**src/design/greedy_nearest_point_matcher_assert.svh**
```systemverilog
// assertion macros for the nearest point matcher
`ifndef GREEDY_NEAREST_POINT_MATCHER_ASSERT_SVH
`define GREEDY_NEAREST_POINT_MATCHER_ASSERT_SVH

// checked only out of reset
`define GNPM_ASSERT(lbl, prop) \
    lbl: assert property (@(posedge i_clk) disable iff (!i_rst_n) prop) \
        else $error("gnpm assertion failed");

// checked on every edge, reset included
`define GNPM_ASSERT_ALWAYS(lbl, prop) \
    lbl: assert property (@(posedge i_clk) prop) \
        else $error("gnpm assertion failed");

`endif

```
**src/design/gnpm_pkg.sv**
```systemverilog
// shared constants and types of the nearest point matcher
package gnpm_pkg;

    localparam int TABLE_DEPTH = 1024;
    localparam int ADDR_W      = (TABLE_DEPTH > 1) ? $clog2(TABLE_DEPTH) : 1;
    localparam int CNT_W       = $clog2(TABLE_DEPTH + 1);
    localparam int ID_W        = 31;
    localparam int COORD_W     = 24;
    localparam int DIFF_W      = COORD_W + 1;
    localparam int SQ_W        = 2 * COORD_W;
    localparam int DIST_W      = SQ_W + 1;
    localparam int LIMIT_W     = 50;

    localparam logic [1:0] KIND_LOAD  = 2'd0;
    localparam logic [1:0] KIND_QUERY = 2'd1;
    localparam logic [1:0] KIND_CLEAR = 2'd2;

    typedef struct packed {
        logic                      claimed;
        logic [ID_W-1:0]           id;
        logic signed [COORD_W-1:0] x;
        logic signed [COORD_W-1:0] y;
    } t_entry;

    localparam int ENTRY_W = $bits(t_entry);

    typedef struct packed {
        logic              busy;
        logic              valid;
        logic              ok;
        logic [ADDR_W-1:0] idx;
        logic [DIST_W-1:0] sq_dist;
    } t_dist_res;

endpackage

```
**src/design/gnpm_dist.sv**
```systemverilog
// squared distance pipeline with limit check
module gnpm_dist (
    input  logic                                i_clk,
    input  logic                                i_rst_n,
    input  logic                                i_valid,
    input  logic                                i_claimed,
    input  logic [gnpm_pkg::ADDR_W-1:0]         i_idx,
    input  logic signed [gnpm_pkg::COORD_W-1:0] i_ref_x,
    input  logic signed [gnpm_pkg::COORD_W-1:0] i_ref_y,
    input  logic signed [gnpm_pkg::COORD_W-1:0] i_adj_x,
    input  logic signed [gnpm_pkg::COORD_W-1:0] i_adj_y,
    input  logic [gnpm_pkg::LIMIT_W-1:0]        i_limit_sq,
    output gnpm_pkg::t_dist_res                 o_res
);

    logic                               r_v1, r_v2, r_v3;
    logic [gnpm_pkg::ADDR_W-1:0]        r_idx1, r_idx2, r_idx3;
    logic signed [gnpm_pkg::DIFF_W-1:0] r_dx, r_dy;
    logic [gnpm_pkg::SQ_W-1:0]          r_sqx, r_sqy;
    logic [gnpm_pkg::DIST_W-1:0]        r_sum;
    logic signed [2*gnpm_pkg::DIFF_W-1:0] w_px, w_py;

    assign w_px = r_dx * r_dx;
    assign w_py = r_dy * r_dy;

    always_ff @(posedge i_clk) begin
        if (!i_rst_n) begin
            r_v1 <= 1'b0;
            r_v2 <= 1'b0;
            r_v3 <= 1'b0;
        end else begin
            r_v1 <= i_valid && !i_claimed;
            r_v2 <= r_v1;
            r_v3 <= r_v2;
        end
        r_idx1 <= i_idx;
        r_idx2 <= r_idx1;
        r_idx3 <= r_idx2;
        r_dx   <= {i_ref_x[gnpm_pkg::COORD_W-1], i_ref_x}
                - {i_adj_x[gnpm_pkg::COORD_W-1], i_adj_x};
        r_dy   <= {i_ref_y[gnpm_pkg::COORD_W-1], i_ref_y}
                - {i_adj_y[gnpm_pkg::COORD_W-1], i_adj_y};
        r_sqx  <= w_px[gnpm_pkg::SQ_W-1:0];
        r_sqy  <= w_py[gnpm_pkg::SQ_W-1:0];
        r_sum  <= {1'b0, r_sqx} + {1'b0, r_sqy};
    end

    assign o_res.busy    = r_v1 | r_v2 | r_v3;
    assign o_res.valid   = r_v3;
    assign o_res.ok      = {{(gnpm_pkg::LIMIT_W-gnpm_pkg::DIST_W){1'b0}}, r_sum} < i_limit_sq;
    assign o_res.idx     = r_idx3;
    assign o_res.sq_dist = r_sum;

endmodule

```
**config.mk**
```make
export PLATFORM = sky130hd
export DESIGN_NAME = gnpm_dist
export DESIGN_NICKNAME = d
export VERILOG_FILES = /design/src/design/greedy_nearest_point_matcher_assert.svh /design/src/design/gnpm_pkg.sv /design/src/design/gnpm_dist.sv
export SDC_FILE = /design/constraint.sdc
export NUM_CORES = 2
export LEC_CHECK = 0
export ABC_AREA = 1
export BUFFER_PORTS_ARGS = -buffer_cell sky130_fd_sc_hd__buf_2
export CAP_MARGIN = 20
export CORE_UTILIZATION = 40
export CTS_CLUSTER_SIZE = 24
export DETAILED_ROUTE_END_ITERATION = 7
export HOLD_SLACK_MARGIN = 0.1
export SYNTH_ARGS = -nofsm -noshare
export SYNTH_HDL_FRONTEND = slang
export SYNTH_SLANG_ARGS = --single-unit
```
**constraint.sdc**
```tcl
create_clock -name i_clk -period 6.5 [get_ports i_clk]
set_clock_uncertainty 0.2 [all_clocks]
set_input_delay 0.65 -clock i_clk [delete_from_list [all_inputs] [get_ports i_clk]]
set_output_delay 0.65 -clock i_clk [all_outputs]
set_load 0.01 [all_outputs]
```
==> results.txt <==
----------------------------------------------------
[Cells and area]
  Finished Cell Area ... 0.0630 mm^2
  Layout net count ... between 9000 and 10000
  Most common library cell in the layout ignoring fill and taps ... sky130_fd_sc_hd__inv_1
  Top library cells by usage in the layout, fill and taps aside ... sky130_fd_sc_hd__inv_1 (2098), sky130_fd_sc_hd__nand2_1 (1621), sky130_fd_sc_hd__fa_1 (1175), sky130_fd_sc_hd__ha_1 (405), sky130_fd_sc_hd__nor2_1 (285)
  Layout cell share with drive strength beyond 1 ... 11.2%
  Area growth, synth to finish ... 14.3%
  Register area ... about 0.0046 mm^2
  Filler Cells Inserted ... 13400
  Footprint of the multi-input gates ... 0.0428 mm^2

[Route]
  Drc violations ... 0
  Total number of vias ... between 40000 and 50000
  Number of DRC markers in iteration 0 ... 2778
  Number of detailed-routing iterations run before antenna repair ... 6
  Average routed wire per standard cell ... 16.5 um
  Number of nets with antenna violations after detailed routing ... 0
  Final WL ... approximately 150000 um
  Vias per inst ... 4.71

[Yosys]
  Sequential area share after synthesis ... 8.21%
  Post-synthesis cell area ... 0.0551 mm^2
  Gate count of the mapped netlist ... around 7000
  Largest area contributor in the netlist ... sky130_fd_sc_hd__fa_1
  Synthesized Nets ... 8782
  Proportion of netlist area held by the largest area contributor ... 43.0%
  Avg Synthesized Cell Area ... 7.87 um^2
  Synth Register Bits ... 226
  Ys Warns ... 0
  Cell variety after synth ... 47
  Most used flip-flop cell after synthesis ... sky130_fd_sc_hd__dfxtp_1
  Post-synth EDFFs ... 0
  Async set-or-reset flop fraction in the synthesized netlist ... 0%
  Top post-synthesis cells by area ... sky130_fd_sc_hd__fa_1 (43%), sky130_fd_sc_hd__inv_1 (14%), sky130_fd_sc_hd__nand2_1 (11%)

[Clock tree]
  Clock Sink Count ... between 200 and 250
  CTS tree ... yes
  Clk pin slew, worst setup/hold paths ... 0.06 ns
  Clk Latency, worst-skew pair ... 0.63 ns
  Clock tree buffer depth ... 3
  Clock buffers created by TritonCTS ... 30
  Clock Tree Root ... sky130_fd_sc_hd__clkbuf_16
  Number of H-tree levels ... 1

[Worst hold path]
  Endpoint of the worst hold path ... r_idx3[2]
  Depth of the worst hold-timing path ... 0
  Min-delay src ... r_idx2[2]
  Path type of the worst min-delay path ... reg -> reg

[Die]
  Die H ... 373 um
  Count of standard-cell rows ... between 100 and 150
  Num ports ... between 200 and 250
  Total die area ... between 0.1 and 0.15 mm^2
  Effective utilization at floorplan ... 40.5%
  Core ar. ... 0.136 mm^2
  Die width ... 373 um

[Setup path]
  Endpoint class of the critical path ... flop
  Worst setup startpoint ... r_dy[5]
  Dominant cell type by count on the critical path ... sky130_fd_sc_hd__fa_1
  Largest fanout on the critical path ... 10
  Slowest cell delay on critical path ... 0.65 ns
  FF-to-FF Start ... r_dy[5]
  Register-to-register setup slack ... 0.19 ns
  Critical Path AT ... 6.63 ns
  Cell count of the worst reg-to-reg path ... 23
  Crit path required time ... between 6 and 7 ns
  Cell type of the slowest stage on the worst timing path ... sky130_fd_sc_hd__fa_2
  Capture instance of the worst register-to-register path ... r_sqy[40]
  CP Cell Sequence ... buf_12 -> nand2_1 -> inv_1 -> fa_1 -> fa_2 -> clkinvlp_4 -> buf_4 -> fa_1 -> inv_1 -> fa_1 -> fa_1 -> fa_1 -> fa_1 -> ha_1 -> nand2_1 -> nor2_1 -> buf_4 -> nand2_1 -> a21oi_1 -> nor2_2 -> nand3_1 -> nand2_1 -> nand2_1
  Startpoint type of the worst setup path ... flop
  Category of the most critical setup path ... reg -> reg

[Global routing]
  Gr usage total ... between 20% and 30%
  Remaining global-route overflow ... 0
  Largest net degree at the start of global routing ... 28
  Number of antenna violations at the first check in global routing ... 0
  Global-route wire length before repair ... 248000 um
  Number of global-route vias before repair ... about 46000

[Timing]
  Crit share post-route ... 97.0%
  TNS Setup ... 0 ns
  RSZ-0062 raised after global routing ... true
  Setup violation total in the final timing report ... 0
  Fin Hold WS ... 0.125 ns
  Min Tclk post-route ... 6.31 ns
  Count of endpoints failing hold in the final timing report ... 0
  Final number of max-transition violations ... 0
  Max_slew headroom ... between 50% and 60%
  Slew at the pin with the worst max-slew slack ... 0.634 ns
  Achievable Freq ... ~160 MHz

[Placed design]
  Placed cell areas ... 0.0605 mm^2
  Final Wtd Congestion ... between 0.9 and 1
  # port buffers ... 221
  Post-detailed-placement half-perimeter wirelength ... 134000 um

[Job]
  Max Cap Violations ... 0

[Status]
  Status ... finished clean

----------------------------------------------------
==> timing repair <==
item,4_1_cts,5_1_grt
hold endpoints to repair,14,0
gates cloned,0,6
setup buffers,0,27
hold buffers,14,0
pin swaps,0,35
gates resized for setup,11,249
setup endpoints to repair,9,61
==> cell usage after synthesis, drive strengths merged, types with 13 or more instances <==
cell	number
clkbuf	147
nand3	201
a21oi	248
ha	435
nor3	33
xor2	110
a21o	13
o21bai	28
nand2	1670
nand4	48
fa	1183
nor2	331
xnor2	28
o21ai	131
inv	2121
dfxtp	226
==> layout make-up <==
type / instances / share of cell area [%]
Sequential cell: 226 / 7.26
Timing Repair Buffer: 557 / 6.94
Multi-Input combinational cell: 4505 / 67.9
Antenna cell: 1 / 0.00397
Tap cell: 1781 / 3.54
Clock buffer: 37 / 1.30
Clock inverter: 17 / 0.350
Inverter: 2121 / 12.7
==> state kept, by name (all words and copies together) (netlist names) <==
register  count
r_idx3       10
r_v3          1
r_sqy        47
r_sqx        47
r_idx2       10
r_dy         25
r_dx         25
r_idx1       10
r_v2          1
r_v1          1
r_sum        49
==> metrics by stage <==
step | utilization [%] | cells | setup WS [ns]
2_1_floorplan | - | 7004 | 0.0692
3_3_place_gp | 44.5 | 9144 | -0.196
3_5_place_dp | 44.5 | 9144 | -0.120
4_1_cts | 45.4 | 9212 | 0.00535
5_1_grt | 46.3 | 9244 | -0.0277
6_report | 46.3 | 9245 | 0.195
==> kinds of logic after synthesis <==
| family | Yosys count | synth area share [%] |
|---|---|---|
| compound gates | 438 | 4.37 |
| xor+xnor | 138 | 2.19 |
| fa+ha+maj | 1618 | 52.9 |
| buf+inv | 2273 | 15.5 |
| flops | 226 | 8.21 |
| simple gates | 2311 | 16.9 |
==> how the worst max path moves through the flow <==
stage	depth (start not counted)	endpoint	slack, ns
6_report	23	r_sqy[40]	0.19
4_1_cts	24	r_sqy[30]	0.005
3_5_place_dp	22	r_sqy[40]	-0.12
3_3_place_gp	22	r_sqy[40]	-0.20
5_1_grt	24	r_sqx[29]	-0.03
2_1_floorplan	25	r_sqx[47]	0.07
==> routing by layer <==
| layer | global-route usage [%] | up-vias | part of all wire, % |
|---|---|---|---|
| li1 | - | 21000 | - |
| met1 | 31.7 | 21300 | 46 |
| met2 | 37.4 | 1096 | 47 |
| met3 | 2.11 | 135 | 5.5 |
| met4 | 3.64 | 0 | 1.6 |
| met5 | 0 | - | 0 |
==> critical path, delay by kind of cell, from the launching register on <==
| family | cells | cell delay (ns) |
|---|---|---|
| fa+ha+maj | 8 | 3.88 |
| compound gates | 1 | 0.07 |
| buf+inv | 6 | 0.78 |
| flops | 1 | 0.37 |
| simple gates | 8 | 0.91 |
Power is left out: the tool's default activity adds up to more than one toggle a clock period on the data nets, which glitch-free logic cannot reach.
