[src/design/greedy_nearest_point_matcher_assert.svh]
// assertion macros for the nearest point matcher
`ifndef GREEDY_NEAREST_POINT_MATCHER_ASSERT_SVH
`define GREEDY_NEAREST_POINT_MATCHER_ASSERT_SVH

// checked only out of reset
`define GNPM_ASSERT(lbl, prop) \
    lbl: assert property (@(posedge i_clk) disable iff (!i_rst_n) prop) \
        else $error("gnpm assertion failed");

// checked on every edge, reset included
`define GNPM_ASSERT_ALWAYS(lbl, prop) \
    lbl: assert property (@(posedge i_clk) prop) \
        else $error("gnpm assertion failed");

`endif

[src/design/gnpm_ram.sv]
// simple dual port ram with registered read
module gnpm_ram #(
    parameter int WIDTH = 8,
    parameter int DEPTH = 16,
    parameter int ADDR_W = (DEPTH > 1) ? $clog2(DEPTH) : 1
) (
    input  logic              i_clk,
    input  logic              i_we,
    input  logic [ADDR_W-1:0] i_waddr,
    input  logic [WIDTH-1:0]  i_wdata,
    input  logic              i_re,
    input  logic [ADDR_W-1:0] i_raddr,
    output logic [WIDTH-1:0]  o_rdata
);

    logic [WIDTH-1:0] r_mem [DEPTH];
    logic [WIDTH-1:0] r_rdata;

    always_ff @(posedge i_clk) begin
        if (i_we) begin
            r_mem[i_waddr] <= i_wdata;
        end
    end

    always_ff @(posedge i_clk) begin
        if (i_re) begin
            r_rdata <= r_mem[i_raddr];
        end
    end

    assign o_rdata = r_rdata;

endmodule

[config.mk]
export PLATFORM = sky130hd
export DESIGN_NAME = gnpm_ram
export DESIGN_NICKNAME = d
export VERILOG_FILES = /design/src/design/greedy_nearest_point_matcher_assert.svh /design/src/design/gnpm_ram.sv
export SDC_FILE = /design/constraint.sdc
export NUM_CORES = 1
export LEC_CHECK = 0
export BUFFER_PORTS_ARGS = -buffer_cell sky130_fd_sc_hd__clkbuf_2
export CORE_MARGIN = 4
export CORE_UTILIZATION = 45
export CTS_CLUSTER_DIAMETER = 100
export DETAILED_ROUTE_END_ITERATION = 16
export HOLD_SLACK_MARGIN = 0.06
export PLACE_DENSITY = 0.65
export SYNTH_ARGS = -nofsm -noshare
export SYNTH_HDL_FRONTEND = slang
export SYNTH_SLANG_ARGS = --single-unit
[constraint.sdc]
create_clock -name i_clk -period 2.9 [get_ports i_clk]
set_clock_uncertainty 0.15 [all_clocks]
set_input_delay 0 -clock i_clk [delete_from_list [all_inputs] [get_ports i_clk]]
set_output_delay 0 -clock i_clk [all_outputs]
set_load 0.1 [all_outputs]
==> impl_metrics.ini, run 1 <==
[clocking]
clock_buffer_count_from_cts = 17
htreeDepth = 4
clk_latency_ps = 410
numClockSinks = 136
tritoncts = done
max-clock-path-buffers = 2
cts-resized-gates = 0
cell_at_the_root_of_the_clock_tree = sky130_fd_sc_hd__clkbuf_16
cts.reportedPaths.clkPinSlew_ps = 60

[worst_setup_path]
cp_top_family = buffers and inverters
worst_path_most_repeated_cell = sky130_fd_sc_hd__dlygate4sd3_1
critical_path_cell_count = 6
critical_path.n_buffers_inverters = 4
r2r_setup_slack_ps = 1170
critical_path_startpoint = i_waddr[2]
path_cells = dlygate4sd3_1 -> clkbuf_2 -> or3b_2 -> dlygate4sd3_1 -> nor2_1 -> dlygate4sd3_1
crit_path_end = r_mem[3][7]$_DFFE_PP_
worst_setup_path_start_kind = primary input
regToRegStartpoint = r_mem[2][2]$_DFFE_PP_
worst_setup_end_kind = register
path_max_fanout = 4
worstPathRequired_ps = 2860
worst-endpoint-arrival_ps = 2520
rr_endpoint = o_rdata[2]$_DFFE_PP_
crit_path_max_incr_delay_ps = 620
crit_slowest_cell = sky130_fd_sc_hd__dlygate4sd3_1
critPathKind = primary input to register
rr_worst_depth = 3

[placement]
dp_hpwl_um = 6250
dpl_cell_area_um2 = 5548
placement.io_buffers = 26
dpl.cell_count = 401
routabilityCongestion = 0.7619
dp_worst_setup_slack_ps = 830.8

[die]
placementRows = 39
die_h_um = 115.8
boundaryPins = 27
die-width_um = 115.8
die_area_um2 = 13410
initial_core_util_pct = 45.78
fp.coreArea_um2 = 11420

[layout]
drive_gt1_share_pct = 29.61
areaGrowthSynthToFinish_pct = 20.34
finish.utilization_pct = 55.10
final_net_count = 310
insertedDiodeCount = 0
layout.cells.non_filler = 447
finalInstanceArea_um2 = 6291

[synthesis]
yosys.cell_count.top_type = sky130_fd_sc_hd__edfxtp_1
synth-main-ff-cell = sky130_fd_sc_hd__edfxtp_1
synth_common_cells = 136 x sky130_fd_sc_hd__edfxtp_1, 18 x sky130_fd_sc_hd__mux4_2, 16 x sky130_fd_sc_hd__a22oi_1, 14 x sky130_fd_sc_hd__mux4_1, 13 x sky130_fd_sc_hd__nor2_1
yosys.area.top_type_share_pct = 78.12
syn_nets = 248
postSynth.asyncResetShare_pct = 0
synth.avg_cell_area_um2 = 22.83
synth_area_leader_cell = sky130_fd_sc_hd__edfxtp_1
synth_enable_flop_cells = 136
netlist_area_um2 = 5228
synth_top_cells_by_area = sky130_fd_sc_hd__edfxtp_1 78%, sky130_fd_sc_hd__mux4_2 7.8%, sky130_fd_sc_hd__mux4_1 7.0%
cell_count_after_synthesis = 229
yosys_warnings = 0
seq_area_frac_synth_pct = 78.12
yosys_register_bits = 136
distinct_cells_synth = 18

[outcome]
outcome = complete, no violations

[sta]
finish_stage_setup_viols = 0
timing_worst_slew_pin_value_ps = 973.1
period_share_pct = 88.06
slew_violations = 0
timing.max_slew.rel_slack_pct = 34.89
max_freq_ghz = 0.3916
fin_crit_ps = 2554
worst_hold_slack_ps = 74.25
final.setup.tns_ps = 0
postLayoutSetupSlackWorst_ps = 346.3
hold_violations = 0
rsz_0062_raised_after_global_routing = no

[pwr]
power.net_switching_uw = 981.2
comb_power_share_pct = 5.9
sequentialPowerShare_pct = 48.0
ir_worst_vdd_mv = 0.4913
sw_frac_of_total_pct = 21.14
power_internal_mw = 3.659
share_of_power_burned_in_the_clock_network_pct = 46.1
power_leakage_nw = 2.123
finalPower_mw = 4.641
powerDensity_nw_per_um2 = 737.6

[route]
detail_route.drc_violations = 0
finalWirelength_um = 9868
drt_first_pass_iters = 5
avgViaCountPerCell = 5.617
routed-via-count = 2511
routed_wire_length_per_instance_um = 22.08
ant_nets = 0
dr.first_iter.drc_count = 198

[global_route]
pin_count_of_the_biggest_net_entering_global_routing = 19
first_global_vias = 2534
grtUsageTotal_pct = 16.29
grt_overflow = 0
grt_pass1_wl_um = 15060
grt_antenna_before_repair = 0

[hold_path]
min_path_type = primary input to register

[flow_run]
maxCapViolCount = 0
metal layers:
layer / vias up / routed length [um] / global-route usage [%]
met2: 92 / 4729 / 24.20
met3: 20 / 648 / 3.708
met1: 1293 / 4236 / 22.49
met5: - / 0 / 0
li1: 1106 / - / -
met4: 0 / 253 / 9.049
flip-flops by register name, summed over array words and instances, names as in the netlist:
signal / flops
o_rdata: 8
r_mem: 128
what timing repair did:
action                     in CTS  in global routing
hold buffers                   14                  0
hold endpoints to repair      175                  0
setup endpoints to repair       0                  0
setup buffers                   0                  0
power groups by stage:
stage / logic [mW] / clock network (mW) / registers (mW)
floorplan: 0.112 / 0 / 2.33
global placement: 0.259 / 0 / 2.27
detailed placement: 0.262 / 0 / 2.27
CTS: 0.277 / 2.17 / 2.23
global route: 0.293 / 2.26 / 2.23
finish: 0.274 / 2.14 / 2.23
layout make-up:
class | instances | area (um2)
Clock buffer | 17 | 425.4
Clock inverter | 15 | 177.7
Fill cell | 870 | 5127
Multi-Input combinational cell | 83 | 1057
Sequential cell | 136 | 4084
Tap cell | 143 | 178.9
Timing Repair Buffer | 53 | 367.9
placed cells by master (no fill, tap or decap):
cell / synthesis / routed
sky130_fd_sc_hd__clkinvlp_4: 0 / 5
sky130_fd_sc_hd__buf_4: 1 / 13
sky130_fd_sc_hd__and2_1: 1 / 1
sky130_fd_sc_hd__nor3_1: 4 / 4
sky130_fd_sc_hd__nand3b_1: 2 / 2
sky130_fd_sc_hd__clkbuf_16: 0 / 17
sky130_fd_sc_hd__nand3_1: 1 / 1
sky130_fd_sc_hd__and2b_1: 1 / 1
sky130_fd_sc_hd__nand2_1: 9 / 9
sky130_fd_sc_hd__mux4_1: 14 / 14
sky130_fd_sc_hd__a22oi_1: 16 / 16
sky130_fd_sc_hd__dlygate4sd3_1: 0 / 14
sky130_fd_sc_hd__inv_6: 0 / 2
sky130_fd_sc_hd__mux4_2: 18 / 18
sky130_fd_sc_hd__or3b_2: 1 / 1
sky130_fd_sc_hd__edfxtp_1: 136 / 136
sky130_fd_sc_hd__clkbuf_2: 0 / 26
sky130_fd_sc_hd__nor2b_1: 1 / 1
sky130_fd_sc_hd__nor2_1: 13 / 13
sky130_fd_sc_hd__nand2b_1: 2 / 2
sky130_fd_sc_hd__clkinv_2: 0 / 3
sky130_fd_sc_hd__bufinv_16: 0 / 3
sky130_fd_sc_hd__clkinv_4: 0 / 2
tightest hold or removal path, cell delays in order:
cell and delay [ps]:
sky130_fd_sc_hd__clkbuf_2 100, sky130_fd_sc_hd__or3b_2 130, sky130_fd_sc_hd__nor3_1 40, sky130_fd_sc_hd__buf_4 180
logic make-up after synthesis:
family / Yosys count / synth area share, %
AO/OA/AOI/OAI: 16 / 2.298
multiplexers: 32 / 14.79
buffers and inverters: 10 / 1.651
AND/OR/NAND/NOR: 35 / 3.136
flip-flops: 136 / 78.12
worst min path at each step:
stage               start                     end  slack [ps]  cells past startpoint
6_report       i_waddr[3]   r_mem[0][0]$_DFFE_PP_          70                      4
5_1_grt        i_waddr[3]   r_mem[0][7]$_DFFE_PP_          90                      4
4_1_cts        i_waddr[3]   r_mem[0][0]$_DFFE_PP_          60                      4
3_5_place_dp   i_wdata[4]  r_mem[10][4]$_DFFE_PP_         260                      1
3_3_place_gp   i_wdata[4]   r_mem[0][4]$_DFFE_PP_         250                      1
2_1_floorplan  i_wdata[0]   r_mem[0][0]$_DFFE_PP_         -50                      0
Power figures use the tool's default switching activity.
==> run 2, diff against run 1 <==
Clock period 2.9 ns to 2.6 ns, I/O delays scaled along.
==> impl_metrics.ini, run 2 (synthesis gave the netlist of run 1 again) <==
[worst_setup_path]
crit_path_max_incr_delay_ps = 750
worst_setup_path_start_kind = primary input
critPathKind = primary input to register
r2r_setup_slack_ps = 950
path_max_fanout = 8
worstPathRequired_ps = 2480
worst_setup_end_kind = register
path_cells = dlygate4sd3_1 -> clkbuf_2 -> nand2b_1 -> nor2_1
worst-endpoint-arrival_ps = 1640
crit_slowest_cell = sky130_fd_sc_hd__nor2_1

[route]
finalWirelength_um = 9808
ant_nets = 0
dr.first_iter.drc_count = 186
detail_route.drc_violations = 0
routed-via-count = 2476
drt_first_pass_iters = 4
routed_wire_length_per_instance_um = 21.94
avgViaCountPerCell = 5.539

[clocking]
tritoncts = done
cts_setup_buffers = 0
cts.reportedPaths.clkPinSlew_ps = 50
htreeDepth = 4
clock_buffer_count_from_cts = 17
numClockSinks = 136
cell_at_the_root_of_the_clock_tree = sky130_fd_sc_hd__clkbuf_16
max-clock-path-buffers = 2
clk_latency_ps = 410

[sta]
hold_violations = 0
rsz_0062_raised_after_global_routing = no
final.setup.tns_ps = 0
timing.max_slew.rel_slack_pct = 35.52
period_share_pct = 67.93
timing_worst_slew_pin_value_ps = 963.7
worst_hold_slack_ps = 96.95
fin_crit_ps = 1766
slew_violations = 0
finish_stage_setup_viols = 0
max_freq_ghz = 0.5662

[layout]
fill_cells = 879
finalInstanceArea_um2 = 6252
drive_gt1_share_pct = 27.96
areaGrowthSynthToFinish_pct = 19.60
leading_cell_types_in_the_layout_fill_and_taps_excluded = 136 x sky130_fd_sc_hd__edfxtp_1, 26 x sky130_fd_sc_hd__clkbuf_2, 18 x sky130_fd_sc_hd__mux4_2, 17 x sky130_fd_sc_hd__clkbuf_16, 16 x sky130_fd_sc_hd__a22oi_1
layout.cells.most_common = sky130_fd_sc_hd__edfxtp_1
final_net_count = 310
regMostFlops = r_mem
insertedDiodeCount = 0
largest_register_ffs = 128

[pwr]
sw_frac_of_total_pct = 20.12
powerDensity_nw_per_um2 = 812.8
power.net_switching_mw = 1.023
power_leakage_nw = 2.123
sequentialPowerShare_pct = 48.9
share_of_power_burned_in_the_clock_network_pct = 45.1
power_internal_mw = 4.059
comb_power_share_pct = 6.0
finalPower_mw = 5.082
ir_worst_vdd_mv = 0.3761

[placement]
dp_hpwl_um = 6200
dpl_cell_area_um2 = 5563
placement.io_buffers = 26
routabilityCongestion = 0.7131

[die]
die-width_um = 115.8
initial_core_util_pct = 45.78
die_h_um = 115.8
fp.coreArea_um2 = 11420
die_area_um2 = 13410
boundaryPins = 27
placementRows = 39

[global_route]
first_global_vias = 2694
grt_pass1_wl_um = 15500
grt_antenna_before_repair = 0
pin_count_of_the_biggest_net_entering_global_routing = 20
grtUsageTotal_pct = 16.40
grt_overflow = 0

[hold_path]
min_path_type = primary input to register

[flow_run]
maxCapViolCount = 0

[outcome]
outcome = complete, no violations
==> run 2: path summary, 6_finish.rpt <==
check,startpoint,to,cells after the start
setup / recovery,i_waddr[0],r_mem[10][0]$_DFFE_PP_,4
setup reg to reg,r_mem[0][2]$_DFFE_PP_,o_rdata[2]$_DFFE_PP_,3
hold reg to reg,r_mem[14][3]$_DFFE_PP_,o_rdata[3]$_DFFE_PP_,3
hold / removal,i_waddr[3],r_mem[2][1]$_DFFE_PP_,4
==> run 2: power groups by stage <==
stage	Clock [mW]	Sequential [mW]	Combinational (mW)
after floorplan	0	2.60	0.125
after global placement	0	2.53	0.291
after CTS	2.33	2.49	0.309
after global routing	2.44	2.49	0.326
final	2.29	2.49	0.303
after detailed placement	0	2.53	0.295
==> run 2: layer usage <==
layer  up-vias  track usage [%]  routed length, um
met5         -                0                  0
met1      1286            22.05               4025
li1       1104                -                  -
met4         0            6.961                197
met3        15            3.655                620
met2        71            26.12               4965
==> run 2: metrics by stage <==
step | cells | util (%) | setup slack (ps)
after floorplan | 229 | - | 957.1
after global placement | 403 | 48.72 | 775.1
after detailed placement | 403 | 48.72 | 722.4
after CTS | 447 | 54.76 | 827.2
after global routing | 447 | 54.76 | 744.9
final | 447 | 54.76 | 833.7
==> run 2: final cells by class <==
cell class                 instances  area (um2)  share of cell area [%]
sequential                       136        4084                   65.32
multi-input combinational         83        1057                   16.91
clock inverter                    12       132.6                   2.121
clock buffer                      20       436.7                   6.984
tap                              143       178.9                   2.862
timing repair buffer              53       362.8                   5.803
==> run 2: worst max-delay path, delay by kind of cell <==
family / cells / cell delay, ps
buffers and inverters: 2 / 680
AND/OR/NAND/NOR: 2 / 960
==> run 2: repair_timing <==
action	4_1_cts	5_1_grt
endpoints found under the hold margin	168	0
resized for setup	0	0
hold buffers	12	0
endpoints found under the setup margin	0	0
==> run 3, diff against run 2 <==
Settings changed: PLACE_DENSITY 0.65 to 0.67.
Clock period 2.6 ns to 1.55 ns, I/O delays scaled along.
==> impl_metrics.ini, run 3 (synthesis gave the netlist of run 1 again) <==
[global_route]
first_global_vias = 2611
grt_pass1_wl_um = 15790
grt_antenna_before_repair = 0
pin_count_of_the_biggest_net_entering_global_routing = 24
grtUsageTotal_pct = 16.96
grt_overflow = 0

[sta]
final.setup.tns_ps = -67.65
max_freq_ghz = 0.6234
finish_stage_setup_viols = 3
rsz_0062_raised_after_global_routing = yes
timing.max_slew.rel_slack_pct = 41.65
slew_violations = 0
hold_violations = 0
fin_crit_ps = 1604
timing_worst_slew_pin_value_ps = 872.0
period_share_pct = 103.5
postLayoutSetupSlackWorst_ps = -53.99

[route]
dr.first_iter.drc_count = 230
ant_nets = 0
routed-via-count = 2535
drt_first_pass_iters = 4
avgViaCountPerCell = 5.547
routed_wire_length_per_instance_um = 22.26
detail_route.drc_violations = 0
finalWirelength_um = 10170

[pwr]
power_internal_mw = 6.687
powerDensity_nw_per_um2 = 1335
power.net_switching_mw = 1.814
share_of_power_burned_in_the_clock_network_pct = 44.3
sequentialPowerShare_pct = 49.0
comb_power_share_pct = 6.6
sw_frac_of_total_pct = 21.34
ir_worst_vdd_mv = 0.8308
power_leakage_nw = 2.139

[worst_setup_path]
r2r_setup_slack_ps = -50
crit_path_max_incr_delay_ps = 510
worstPathRequired_ps = 1550
crit_slowest_cell = sky130_fd_sc_hd__mux4_2
regToRegStartpoint = r_mem[6][1]$_DFFE_PP_
cp_top_family = multiplexers
path_cells = mux4_2 -> a22oi_2 -> nand2_1
worst_setup_path_start_kind = register
rr_worst_depth = 3
worst_setup_end_kind = register
critical_path.n_buffers_inverters = 0
worst-endpoint-arrival_ps = 1610
rr_endpoint = o_rdata[1]$_DFFE_PP_
path_max_fanout = 1
critPathKind = register to register

[placement]
routabilityCongestion = 0.7348
dp_hpwl_um = 6646
placement.io_buffers = 26
dpl.cell_count = 414
dpl_cell_area_um2 = 5688
dp_worst_setup_slack_ps = -276.0

[clocking]
max-clock-path-buffers = 2
cell_at_the_root_of_the_clock_tree = sky130_fd_sc_hd__clkbuf_16
cts.reportedPaths.clkPinSlew_ps = 60
tritoncts = done
numClockSinks = 136
htreeDepth = 4
clk_latency_ps = 410
clock_buffer_count_from_cts = 17
cts_setup_buffers = 0

[layout]
drive_gt1_share_pct = 37.58
finalInstanceArea_um2 = 6370
final_net_count = 320
leading_cell_types_in_the_layout_fill_and_taps_excluded = 136 x sky130_fd_sc_hd__edfxtp_1, 27 x sky130_fd_sc_hd__mux4_2, 26 x sky130_fd_sc_hd__clkbuf_2, 23 x sky130_fd_sc_hd__buf_4, 17 x sky130_fd_sc_hd__clkbuf_16
finish.utilization_pct = 55.79
areaGrowthSynthToFinish_pct = 21.85
insertedDiodeCount = 0
largest_register_ffs = 128
layout.cells.most_common = sky130_fd_sc_hd__edfxtp_1
layout.cells.non_filler = 457
regMostFlops = r_mem

[die]
die-width_um = 115.8
boundaryPins = 27
initial_core_util_pct = 45.78
die_area_um2 = 13410
die_h_um = 115.8
fp.coreArea_um2 = 11420
placementRows = 39

[hold_path]
timing.hold.worst.start = i_raddr[0]
timing.hold.worst_endpoint = o_rdata[4]$_DFFE_PP_
min_path_type = primary input to register
whs_path_depth = 4

[flow_run]
maxCapViolCount = 0

[outcome]
failing_checks = negative setup slack
outcome = finished, violations left
==> run 3: changes by cell type in the layout (fill, tap and decap cells not counted), moves of 2 or more <==
| cell | before | now |
|---|---|---|
| sky130_fd_sc_hd__mux4_1 | 14 | 5 |
| sky130_fd_sc_hd__mux4_2 | 18 | 27 |
| sky130_fd_sc_hd__clkbuf_1 | 3 | 1 |
| sky130_fd_sc_hd__a22oi_2 | 0 | 8 |
| sky130_fd_sc_hd__clkinv_4 | 0 | 2 |
| sky130_fd_sc_hd__buf_12 | 0 | 3 |
| sky130_fd_sc_hd__buf_4 | 15 | 23 |
| sky130_fd_sc_hd__clkinvlp_4 | 1 | 4 |
| sky130_fd_sc_hd__a22oi_1 | 16 | 8 |
==> run 3: metal layers <==
layer / routed length, um / part of all wire [%] / vias to the layer above / GRT usage, %
met4: 199 / 2.0 / 0 / 6.961
met2: 4896 / 48 / 64 / 25.35
met1: 4614 / 45 / 1337 / 23.16
li1: - / - / 1118 / -
met3: 465 / 4.6 / 16 / 5.692
met5: 0 / 0 / - / 0
==> run 3: worst max-delay path by stage <==
stage | startpoint | depth (start not counted) | end | slack (ps)
4_1_cts | r_mem[3][1]$_DFFE_PP_ | 3 | o_rdata[1]$_DFFE_PP_ | -70
5_1_grt | r_mem[1][1]$_DFFE_PP_ | 3 | o_rdata[1]$_DFFE_PP_ | -120
3_5_place_dp | i_raddr[0] | 5 | o_rdata[1]$_DFFE_PP_ | -280
2_1_floorplan | r_mem[1][0]$_DFFE_PP_ | 3 | o_rdata[0]$_DFFE_PP_ | 90
3_3_place_gp | i_raddr[0] | 5 | o_rdata[1]$_DFFE_PP_ | -250
6_report | r_mem[6][1]$_DFFE_PP_ | 3 | o_rdata[1]$_DFFE_PP_ | -50
==> run 3: final cells by class <==
cell class	count	area (um2)
Multi-Input combinational cell	83	1071
Clock buffer	18	429.2
Sequential cell	136	4084
Timing Repair Buffer	63	473.0
Fill cell	895	5049
Clock inverter	14	133.9
Tap cell	143	178.9
==> run 3: power groups by stage <==
stage	Clock (mW)	Combinational (mW)	Sequential (mW)
2_1_floorplan	0	0.209	4.37
3_3_place_gp	0	0.519	4.24
3_5_place_dp	0	0.528	4.24
4_1_cts	3.83	0.565	4.17
5_1_grt	4.03	0.599	4.18
6_report	3.77	0.565	4.17
==> run 3: timing repair <==
item / CTS / global route
cloned: 0 / 0
hold buffers: 11 / 0
pin swaps: 6 / 3
endpoints found under the hold margin: 168 / 0
resized for setup: 14 / 4
endpoints found under the setup margin: 8 / 8
==> run 3: tightest hold or removal path, delay by kind of cell <==
kind / cells / cell delay, ps
compound gates: 1 / 90
mux: 1 / 230
buf+inv: 1 / 140
simple gates: 1 / 70
==> run 3: per-stage QoR <==
step	hold WS, ps	total power [mW]
finish	74.35	8.501
global route	69.60	8.808
CTS	61.83	8.567
detailed placement	278.1	4.772
global placement	260.0	4.759
floorplan	-51.13	4.577
